**config.mk**
```make
export PLATFORM = sky130hd
export DESIGN_NAME = timing_sample_slot_clusterer_core
export DESIGN_NICKNAME = d
export VERILOG_FILES = /design/src/hw/rtl/tssc_pkg.sv /design/src/hw/rtl/tssc_slot_table.sv /design/src/hw/rtl/tssc_divider.sv /design/src/hw/rtl/timing_sample_slot_clusterer_core.sv
export SDC_FILE = /design/constraint.sdc
export NUM_CORES = 2
export LEC_CHECK = 0
export BUFFER_PORTS_ARGS = -buffer_cell sky130_fd_sc_hd__buf_2
export CAP_MARGIN = 40
export CORE_AREA = 4 4 391 393
export DETAILED_ROUTE_END_ITERATION = 8
export DIE_AREA = 0 0 395 397
export GPL_TIMING_DRIVEN = 0
export PLACE_DENSITY_LB_ADDON = 0.25
export SLEW_MARGIN = 30
export SYNTH_ARGS = -nofsm -noshare
export SYNTH_HDL_FRONTEND = slang
export SYNTH_SLANG_ARGS = --single-unit
export TNS_END_PERCENT = 1
```
**constraint.sdc**
```tcl
create_clock -name clk_i -period 13.7 [get_ports clk_i]
set_input_delay 3.425 -clock clk_i [delete_from_list [all_inputs] [get_ports clk_i]]
set_output_delay 3.425 -clock clk_i [all_outputs]
set_load 0.02 [all_outputs]
```
**src/hw/rtl/tssc_pkg.sv**
```systemverilog
// Shared constants, types and helpers for the timing sample slot clusterer.
// No dependencies; imported by every module of the block.
`timescale 1ns / 1ps

package tssc_pkg;

  localparam int NUM_SLOTS = 8;
  localparam int SLOT_W    = (NUM_SLOTS > 1) ? $clog2(NUM_SLOTS) : 1;
  localparam int CNT_W     = $clog2(NUM_SLOTS + 1);

  localparam int DATA_W = 32;
  localparam int PCT_W  = 7;
  localparam int PROD_W = 2 * DATA_W;
  localparam int CMP_W  = 40;

  localparam logic [PCT_W-1:0]  MATCH_PCT_RESET = 7'd10;
  localparam logic [DATA_W:0]   PERCENT_SCALE   = 33'd100;

  typedef struct packed {
    logic              en;
    logic [SLOT_W-1:0] idx;
    logic [DATA_W-1:0] avg;
    logic [DATA_W-1:0] cnt;
  } slot_wr_t;

  // low three bits of a slot number, zero-extended when the index is narrower
  function automatic logic [2:0] idx_low3(logic [CNT_W-1:0] i);
    logic [CNT_W+2:0] ext;
    ext = {3'b000, i};
    return ext[2:0];
  endfunction

endpackage

```
**src/hw/rtl/tssc_slot_table.sv**
```systemverilog
// Slot storage: running average and sample count per slot.
// Depends on tssc_pkg. One write port, one read port selected by the sequencer.
`timescale 1ns / 1ps

module tssc_slot_table (
  input  logic                      clk_i,
  input  tssc_pkg::slot_wr_t        wr_i,
  input  logic [tssc_pkg::SLOT_W-1:0] rd_idx_i,
  output logic [tssc_pkg::DATA_W-1:0] rd_avg_o,
  output logic [tssc_pkg::DATA_W-1:0] rd_cnt_o
);
  import tssc_pkg::*;

  logic [DATA_W-1:0] avg_mem [NUM_SLOTS];
  logic [DATA_W-1:0] cnt_mem [NUM_SLOTS];

  // contents are undefined until a slot is opened, so no reset
  always_ff @(posedge clk_i) begin
    if (wr_i.en) begin
      avg_mem[wr_i.idx] <= wr_i.avg;
      cnt_mem[wr_i.idx] <= wr_i.cnt;
    end
  end

  assign rd_avg_o = avg_mem[rd_idx_i];
  assign rd_cnt_o = cnt_mem[rd_idx_i];

endmodule

```
**src/hw/rtl/tssc_divider.sv**
```systemverilog
// Restoring divider, one quotient bit per cycle, for the slot average update.
// Depends on tssc_pkg. The quotient must fit in DATA_W bits.
`timescale 1ns / 1ps

module tssc_divider (
  input  logic                         clk_i,
  input  logic                         rst_ni,
  input  logic                         start_i,
  input  logic [tssc_pkg::PROD_W-1:0]  dividend_i,
  input  logic [tssc_pkg::DATA_W:0]    divisor_i,
  output logic [tssc_pkg::DATA_W-1:0]  quotient_o,
  output logic                         done_o
);
  import tssc_pkg::*;

  localparam int STEP_W = $clog2(DATA_W);

  logic              run_q, run_d;
  logic              done_q, done_d;
  logic [STEP_W-1:0] step_q, step_d;
  logic [DATA_W:0]   rem_q, rem_d;
  logic [DATA_W-1:0] quo_q, quo_d;
  logic [DATA_W:0]   den_q, den_d;
  logic [DATA_W+1:0] trial;
  logic              fits;

  assign trial = {rem_q, quo_q[DATA_W-1]};
  assign fits  = trial >= {1'b0, den_q};

  always_comb begin
    run_d  = run_q;
    done_d = 1'b0;
    step_d = step_q;
    rem_d  = rem_q;
    quo_d  = quo_q;
    den_d  = den_q;
    if (start_i) begin
      // the high word is already below the divisor, so only the low bits iterate
      run_d  = 1'b1;
      step_d = '0;
      rem_d  = {1'b0, dividend_i[PROD_W-1:DATA_W]};
      quo_d  = dividend_i[DATA_W-1:0];
      den_d  = divisor_i;
    end else if (run_q) begin
      if (fits) begin
        rem_d = (DATA_W + 1)'(trial - {1'b0, den_q});
      end else begin
        rem_d = trial[DATA_W:0];
      end
      quo_d  = {quo_q[DATA_W-2:0], fits};
      step_d = step_q + 1'b1;
      if (step_q == STEP_W'(DATA_W - 1)) begin
        run_d  = 1'b0;
        done_d = 1'b1;
      end
    end
  end

  always_ff @(posedge clk_i or negedge rst_ni) begin
    if (!rst_ni) begin
      run_q  <= 1'b0;
      done_q <= 1'b0;
      step_q <= '0;
    end else begin
      run_q  <= run_d;
      done_q <= done_d;
      step_q <= step_d;
    end
  end

  always_ff @(posedge clk_i) begin
    rem_q <= rem_d;
    quo_q <= quo_d;
    den_q <= den_d;
  end

  assign quotient_o = quo_q;
  assign done_o     = done_q;

endmodule

```
**src/hw/rtl/timing_sample_slot_clusterer_core.sv**
```systemverilog
// Timing sample slot clusterer: sequencer, shared multiplier and result registers.
// Depends on tssc_pkg, tssc_slot_table and tssc_divider.
// Sequence: each filled slot in turn is compared on the shared multiplier (scan, rhs and
//   compare states); a miss on all n filled slots opens slot n, or drops the request when the
//   table is full; the first match updates that slot with base*count, the add, then the divider.
// Throughput: one request at a time; busy stays high until the result strobe.
// Reset clears the fill count and restores match_percent to 10; slot contents are not cleared.
`timescale 1ns / 1ps

module timing_sample_slot_clusterer_core (
  input  logic                        clk_i,
  input  logic                        rst_ni,
  input  logic                        cfg_we_i,
  input  logic [tssc_pkg::PCT_W-1:0]  cfg_wdata_i,
  input  logic                        start,
  output logic                        busy,
  input  logic [tssc_pkg::DATA_W-1:0] time_sample_i,
  output logic                        done_o,
  output logic [2:0]                  slot_index_o,
  output logic                        opened_new_o,
  output logic                        dropped_o,
  output logic [tssc_pkg::DATA_W-1:0] new_average_o,
  output logic [tssc_pkg::DATA_W-1:0] new_count_o
);
  import tssc_pkg::*;

  localparam logic [2:0] S_IDLE = 3'd0;
  localparam logic [2:0] S_SCAN = 3'd1;
  localparam logic [2:0] S_RHS  = 3'd2;
  localparam logic [2:0] S_CMP  = 3'd3;
  localparam logic [2:0] S_MULC = 3'd4;
  localparam logic [2:0] S_ADD  = 3'd5;
  localparam logic [2:0] S_DIV  = 3'd6;

  logic [2:0]        state_q, state_d;
  logic [PCT_W-1:0]  pct_q;
  logic [CNT_W-1:0]  filled_q, filled_d;
  logic [CNT_W-1:0]  idx_q, idx_d;
  logic [DATA_W-1:0] t_q, t_d;
  logic [PROD_W-1:0] prod_q, prod_d;
  logic [CMP_W-1:0]  lhs_q, lhs_d;

  logic              done_q, done_d;
  logic [2:0]        sidx_q, sidx_d;
  logic              open_q, open_d;
  logic              drop_q, drop_d;
  logic [DATA_W-1:0] navg_q, navg_d;
  logic [DATA_W-1:0] ncnt_q, ncnt_d;

  logic [DATA_W-1:0]   rd_avg, rd_cnt;
  logic [DATA_W-1:0]   diff;
  logic [DATA_W:0]     base;
  logic [DATA_W:0]     mul_a, mul_b;
  logic [2*DATA_W+1:0] mul_p;
  logic [DATA_W-1:0]   cnt_sat;
  logic                div_start, div_done;
  logic [PROD_W-1:0]   div_num;
  logic [DATA_W-1:0]   div_quo;
  slot_wr_t            wr;

  tssc_slot_table u_table (
    .clk_i    (clk_i),
    .wr_i     (wr),
    .rd_idx_i (idx_q[SLOT_W-1:0]),
    .rd_avg_o (rd_avg),
    .rd_cnt_o (rd_cnt)
  );

  tssc_divider u_div (
    .clk_i      (clk_i),
    .rst_ni     (rst_ni),
    .start_i    (div_start),
    .dividend_i (div_num),
    .divisor_i  ({1'b0, rd_cnt} + 1'b1),
    .quotient_o (div_quo),
    .done_o     (div_done)
  );

  assign diff    = (t_q > rd_avg) ? (t_q - rd_avg) : (rd_avg - t_q);
  assign base    = (rd_avg == '0) ? (DATA_W + 1)'(1) : {1'b0, rd_avg};
  assign cnt_sat = (rd_cnt == '1) ? rd_cnt : rd_cnt + 1'b1;
  assign div_num = prod_q + {{(PROD_W - DATA_W){1'b0}}, t_q};

  // shared multiplier: diff*100, then percent*base, then base*count
  always_comb begin
    unique case (state_q)
      S_RHS: begin
        mul_a = {{(DATA_W + 1 - PCT_W){1'b0}}, pct_q};
        mul_b = base;
      end
      S_MULC: begin
        mul_a = base;
        mul_b = {1'b0, rd_cnt};
      end
      default: begin
        mul_a = {1'b0, diff};
        mul_b = PERCENT_SCALE;
      end
    endcase
  end

  assign mul_p = mul_a * mul_b;

  always_comb begin
    state_d   = state_q;
    filled_d  = filled_q;
    idx_d     = idx_q;
    t_d       = t_q;
    prod_d    = prod_q;
    lhs_d     = lhs_q;
    done_d    = 1'b0;
    sidx_d    = sidx_q;
    open_d    = open_q;
    drop_d    = drop_q;
    navg_d    = navg_q;
    ncnt_d    = ncnt_q;
    div_start = 1'b0;
    wr        = '0;

    unique case (state_q)
      S_IDLE: begin
        if (start) begin
          t_d     = time_sample_i;
          idx_d   = '0;
          state_d = S_SCAN;
        end
      end
      S_SCAN: begin
        if (idx_q == filled_q) begin
          done_d  = 1'b1;
          state_d = S_IDLE;
          if (filled_q != CNT_W'(NUM_SLOTS)) begin
            wr.en    = 1'b1;
            wr.idx   = filled_q[SLOT_W-1:0];
            wr.avg   = t_q;
            wr.cnt   = DATA_W'(1);
            filled_d = filled_q + 1'b1;
            sidx_d   = idx_low3(filled_q);
            open_d   = 1'b1;
            drop_d   = 1'b0;
            navg_d   = t_q;
            ncnt_d   = DATA_W'(1);
          end else begin
            sidx_d = '0;
            open_d = 1'b0;
            drop_d = 1'b1;
            navg_d = '0;
            ncnt_d = '0;
          end
        end else begin
          lhs_d   = mul_p[CMP_W-1:0];
          state_d = S_RHS;
        end
      end
      S_RHS: begin
        prod_d  = mul_p[PROD_W-1:0];
        state_d = S_CMP;
      end
      S_CMP: begin
        // floor(diff*100/base) < pct  <=>  diff*100 < pct*base
        if (lhs_q < prod_q[CMP_W-1:0]) begin
          state_d = S_MULC;
        end else begin
          idx_d   = idx_q + 1'b1;
          state_d = S_SCAN;
        end
      end
      S_MULC: begin
        prod_d  = mul_p[PROD_W-1:0];
        state_d = S_ADD;
      end
      S_ADD: begin
        div_start = 1'b1;
        state_d   = S_DIV;
      end
      S_DIV: begin
        if (div_done) begin
          wr.en   = 1'b1;
          wr.idx  = idx_q[SLOT_W-1:0];
          wr.avg  = div_quo;
          wr.cnt  = cnt_sat;
          done_d  = 1'b1;
          sidx_d  = idx_low3(idx_q);
          open_d  = 1'b0;
          drop_d  = 1'b0;
          navg_d  = div_quo;
          ncnt_d  = cnt_sat;
          state_d = S_IDLE;
        end
      end
      default: begin
        state_d = S_IDLE;
      end
    endcase
  end

  always_ff @(posedge clk_i or negedge rst_ni) begin
    if (!rst_ni) begin
      state_q  <= S_IDLE;
      filled_q <= '0;
      pct_q    <= MATCH_PCT_RESET;
      done_q   <= 1'b0;
    end else begin
      state_q  <= state_d;
      filled_q <= filled_d;
      done_q   <= done_d;
      if (cfg_we_i) begin
        pct_q <= cfg_wdata_i;
      end
    end
  end

  always_ff @(posedge clk_i) begin
    idx_q  <= idx_d;
    t_q    <= t_d;
    prod_q <= prod_d;
    lhs_q  <= lhs_d;
    sidx_q <= sidx_d;
    open_q <= open_d;
    drop_q <= drop_d;
    navg_q <= navg_d;
    ncnt_q <= ncnt_d;
  end

  assign busy          = (state_q != S_IDLE);
  assign done_o        = done_q;
  assign slot_index_o  = sidx_q;
  assign opened_new_o  = open_q;
  assign dropped_o     = drop_q;
  assign new_average_o = navg_q;
  assign new_count_o   = ncnt_q;

  a_fill_bound: assert property (@(posedge clk_i) disable iff (!rst_ni)
    filled_q <= CNT_W'(NUM_SLOTS))
    else $error("fill count beyond table size");

  a_drop_only_full: assert property (@(posedge clk_i) disable iff (!rst_ni)
    done_o && dropped_o |-> filled_q == CNT_W'(NUM_SLOTS) && !opened_new_o)
    else $error("request dropped while a slot was free");

  a_open_grows: assert property (@(posedge clk_i) disable iff (!rst_ni)
    done_d && open_d |=> filled_q == $past(filled_q) + 1'b1)
    else $error("slot opened without advancing the fill count");

  a_div_in_wait: assert property (@(posedge clk_i) disable iff (!rst_ni)
    div_done |-> state_q == S_DIV)
    else $error("divider finished outside the update wait");

endmodule
```
**Yosys cells after proc, flatten, opt, wreduce, memory -nomap -nowiden**

Memory sizes are Yosys's and may differ from the RTL's. A register that Yosys moved wholly into a read port is not among the register bits.
Index checks and enable logic that the tools add are counted.

- Register bits: 329
- Memory bits (writable): 512
- Input port bits: 43
- Output and inout bits: 71
- Logic and storage cells: 120
- Memories kept: 2

Memories:

| name | depth | bits a word | rd ports | clocked after Yosys merged registers in | wr ports | line | source |
|---|---|---|---|---|---|---|---|
| u_table.avg_mem | 8 | 32 | 1 | 1 | 1 | tssc_slot_table.sv:14 | `logic [DATA_W-1:0] avg_mem [NUM_SLOTS];` |
| u_table.cnt_mem | 8 | 32 | 1 | 1 | 1 | tssc_slot_table.sv:15 | `logic [DATA_W-1:0] cnt_mem [NUM_SLOTS];` |

- $add $sub $neg: 9
- Multiply operators: 1
- $lt $le $gt $ge: 3
- Eq/ne operators: 14
- Multiplexer cells: 57
- Bitwise gates (word level): 1
- Reduce and logical (&&, ||, !) cells: 13

Operators with widths:

| kind | count |
|---|---|
| $mux W32 | 12 |
| $pmux W32 S2 | 4 |
| $mux W68 | 3 |
| $pmux W68 S2 | 1 |
| $add A64 B32 Y64 | 1 |
| $mul A33 B33 Y64 | 1 |
| $sub A32 B32 Y32 | 2 |
| $lt A40 B40 Y1 | 1 |
| $ge A34 B33 Y1 | 1 |
| $add A32 B1 Y33 const B | 1 |
| $mux W33 | 1 |
| $sub A33 B33 Y33 | 1 |
| $add A32 B1 Y32 const B | 1 |
| $eq A32 B32 Y1 const B | 1 |
| $gt A32 B32 Y1 | 1 |
| $logic_not A32 Y1 | 1 |
| $mux W3 | 8 |
| $pmux W3 S7 | 1 |
| $mux W1 | 17 |
| $mux W5 | 2 |
| $eq A3 B3 Y1 const B | 3 |
| $reduce_and A3 Y1 | 3 |
| $add A4 B1 Y4 const B | 2 |
| $mux W4 | 2 |
| 18 further kinds | 27 |

**Depth between registers and ports, before layout**

- Word-level depth: 6
- Gate-level depth with buffers: 53
- Gate-level depth less buffers: 44

**By module**

A second synthesis with hierarchy kept.

- Cells, all modules: 6859
- Area, all modules: 75422.3 um2

Modules (own cells, without submodules):

| module | times used | cells an instance | area each (um2) | sequential area each (um2) |
|---|---|---|---|---|
| timing_sample_slot_clusterer_core | 1 | 5514 | 49790.3 | 6653.9 |
| tssc_slot_table | 1 | 752 | 19266.0 | 15374.7 |
| tssc_divider | 1 | 593 | 6366.1 | 3108.0 |

**Worst setup path after synthesis**

Ideal clock, no wire load.

- Path kind: reg-to-reg
- Start point: reg (tool-made name)
- End point: reg prod_q[63] (data pin)
- Library setup time: 0.260 ns
- Arrival: 11.659 ns
- Data required time: 13.440 ns
- Setup slack: 1.781 ns
- Cell stages (with the launch flop): 46
- Buffers on the path: 7
- Period minus slack after synthesis: 11.919 ns
- Cell sequence: dfxtp_1 -> buf_4 -> buf_6 -> buf_6 -> buf_2 -> mux4_2 -> mux2i_1 -> inv_1 -> ha_1 -> buf_4 -> nand4_1 -> nor2_1 -> nand2_1 -> or4_1 -> a31oi_2 -> buf_6 -> mux2i_1 -> xor2_1 -> (+10 left out) -> inv_1 -> fa_1 -> inv_1 -> fa_1 -> fa_1 -> fa_1 -> ha_1 -> a21o_1 -> a21o_1 -> a2111oi_0 -> nand2_1 -> o21ai_0 -> o21ba_2 -> o21ai_1 -> a21o_1 -> a311oi_1 -> o21ai_1 -> xnor2_1

RTL lines:

| what | line | source |
|---|---|---|
| end signal, assigned | timing_sample_slot_clusterer_core.sv:216 | `prod_q <= prod_d;` |
| end, declared | timing_sample_slot_clusterer_core.sv:40 | `logic [PROD_W-1:0] prod_q, prod_d;` |

==> flow_summary.json <==
{
  "status": "finished with violations",
  "violations": "design-rule violations",
  "ys_ff_latch": 844,
  "synth_xor_xnor_area_share": 0.0246,
  "routabilityCongestion": 1.08,
  "whs_path_depth": 1,
  "clock_latency_ns": 0.73,
  "start_util": 0.498,
  "max_slew.worst_pin.slew_ns": 1.04,
  "synthTopCellsByArea": "edfxtp_1, fa_1, ha_1",
  "dp_hpwl_mm": 227,
  "reg2regPathDepth": 46,
  "ys_types": 100,
  "dr.first_iter.drc_count": 6929,
  "final_common_cell": "inv_1",
  "synth_compound_area_frac": 0.0877,
  "cts_buffers": 88,
  "ys_async_sr_fraction": 0.0261,
  "grtUsageTotal": 0.361,
  "coreArea_um2": 149000,
  "synth_edf_count": 818,
  "rr_endpoint": "prod_q[61]$_DFFE_PN_",
  "min_to": "filled_q[3]$_DFFE_PN0P_",
  "mostFrequentLayoutCells": "inv_1, fa_1, edfxtp_1",
  "vias_per_cell": 6.13,
  "dieWidth_um": 395,
  "pin_count": 114,
  "hold_slack_ns": 0.535,
  "final_net_count": 8674,
  "wl_mm": 283,
  "clock-sinks": 844,
  "syn-num-nets": 8279,
  "rsz0062_at_grt": "yes",
  "die-area_um2": 157000,
  "synth_largest_area_cell": "edfxtp_1",
  "synth_area_um2": 74400,
  "vias": 57551,
  "ant_nets": 0,
  "synthAdderAreaFrac": 0.315,
  "io_buffers": 112,
  "required_ns": 14.10,
  "fp-row-count": 142,
  "ff2ff_setup_slack_ns": 0.12,
  "hp-start": "filled_q[3]$_DFFE_PN0P_",
  "crit_arrival_ns": 13.98,
  "netlist.area_leader.share": 0.330,
  "critPathKind": "flip-flop to flip-flop",
  "yosysSeqAreaShare": 0.338,
  "drc": 2,
  "cp_max_fo": 10,
  "cpMaxStageDelayCell": "fa_1",
  "drv_slew": 0,
  "synth.area.mux_share": 0.0526,
  "drtPass1Iterations": 9,
  "cts-htree-levels": 3,
  "netlist_instances": 6900,
  "synth_top_family_by_area": "adder cells",
  "layout-drive-gt1-share": 0.122,
  "startpoint_type": "flip-flop",
  "finalSetupViolCount": 0,
  "synth-simple-area-share": 0.103,
  "grt_pass1_vias": 56854,
  "hp-class": "flip-flop to flip-flop",
  "fin_crit_ns": 13.58,
  "syn_avg_cell_area_um2": 10.8,
  "ys.flop_type": "edfxtp_1",
  "cts_hold_buffers": 0,
  "root_buffer": "clkbuf_16",
  "clockBufferDepth": 3,
  "max_freq_mhz": 73.6,
  "fin_skew_ns": 0.0782,
  "grt_pass1_wl_mm": 405,
  "grt_max_degree": 42,
  "cap_violations": 0,
  "relSlewSlack": 0.309,
  "endpoint_kind": "flip-flop",
  "grt_remaining_overflow": 0,
  "antenna_found_initial": 13,
  "avgRoutedWirePerCell_um": 30.1,
  "fp.dieH_um": 397,
  "cpMostUsedCell": "fa_1",
  "area_growth_pct": 13.3,
  "slowest_delay_ns": 0.58,
  "yosys_warnings": 0,
  "tritoncts": "built",
  "timing.final.crit_share": 0.991,
  "clk_pin_slew_ns": 0.06,
  "final_hold_viol_count": 0
}
worst max-delay path: cells and delay by family (launching register included):
kind                       cells  cell delay, ns
adders and majority gates     10            4.78
AOI/OAI and AO/OA             13            3.03
buffers and inverters         14            2.96
and+or+nand+nor                6            1.24
xor gates and xnor gates       2            0.47
muxes                          1            0.39
DFF                            1            0.32
cell usage after synthesis, types with 46 or more instances:
| library cell | instances |
|---|---|
| inv_1 | 1148 |
| edfxtp_1 | 818 |
| clkbuf_1 | 225 |
| nand2_1 | 664 |
| o21ai_0 | 180 |
| mux2i_1 | 74 |
| mux4_2 | 128 |
| a21o_1 | 152 |
| fa_1 | 900 |
| nor2_1 | 802 |
| xor2_1 | 84 |
| nand4_1 | 46 |
| a22o_1 | 69 |
| nand3_1 | 66 |
| xnor2_1 | 125 |
| buf_2 | 68 |
| a21oi_1 | 272 |
| ha_1 | 436 |
state kept, by name, indices dropped and copies added, names as in the netlist, named ones only:
signal / count
lhs_q: 40
prod_q: 64
u_table.cnt_mem: 256
new_count_o: 32
u_table.avg_mem: 256
u_div.done_o: 1
t_q: 32
opened_new_o: 1
u_div.rem_q: 33
state_q: 3
filled_q: 4
slot_index_o: 3
u_div.den_q: 33
u_div.step_q: 5
new_average_o: 32
dropped_o: 1
idx_q: 4
u_div.quotient_o: 32
u_div.run_q: 1
done_o: 1
pct_q: 7
through the flow:
step | util | setup slack [ns] | cell area [µm²] | std cells | setup TNS [ns]
2_1_floorplan | - | 1.78 | 74400 | 6900 | 0
3_3_place_gp | 0.519 | -5.37 | 77500 | 9028 | -226.30
3_5_place_dp | 0.536 | -2.97 | 80100 | 9167 | -115.45
4_1_cts | 0.560 | -0.153 | 83700 | 9346 | -0.229
5_1_grt | 0.565 | -0.125 | 84400 | 9384 | -0.237
6_report | 0.565 | 0.121 | 84400 | 9394 | 0
repair_timing:
action                     in CTS  in global routing
buffers inserted               21                 12
resized for setup             100                 79
hold endpoints to repair        0                  0
pin swaps                       4                 14
setup endpoints to repair      74                 41
logic make-up after synthesis:
logic type | after synthesis
and+or+nand+nor | 1820
buffers and inverters | 1477
adders and majority gates | 1336
AOI/OAI and AO/OA | 986
DFF | 844
muxes | 228
xor gates and xnor gates | 209
layout make-up:
cell class | instances | area, µm²
sequential | 844 | 25200
multi-input combinational | 4579 | 44600
inverter | 1149 | 4310
tap | 2016 | 2520
clock buffer | 99 | 2240
timing repair buffer | 311 | 3130
buffer | 322 | 1710
clock inverter | 62 | 669
antenna | 12 | 30.0
fill | 12684 | 65000
routing by layer:
layer / vias to the layer above / wire length [µm] / part of all wire / track usage
met3: 964 / 38100 / 0.13 / 0.132
met1: 29018 / 106000 / 0.38 / 0.478
met2: 3900 / 117000 / 0.41 / 0.512
met5: - / 337 / 0.0012 / 0.0135
met4: 14 / 21200 / 0.075 / 0.204
li1: 23655 / - / - / -
how the worst max path moves through the flow:
stage,from,cells past startpoint,end,slack [ns]
after global routing,flip-flop,52,prod_q[61]$_DFFE_PN_,-0.12
final,flip-flop,46,prod_q[61]$_DFFE_PN_,0.12
after global placement,flip-flop,47,prod_q[63]$_DFFE_PN_,-5.37
after detailed placement,flip-flop,46,prod_q[63]$_DFFE_PN_,-2.97
after floorplan,flip-flop,45,prod_q[63]$_DFFE_PN_,1.78
after CTS,flip-flop,51,prod_q[63]$_DFFE_PN_,-0.15
Power is left out: the tool's default activity adds up to more than one toggle a clock period on the data nets, which glitch-free logic cannot reach.
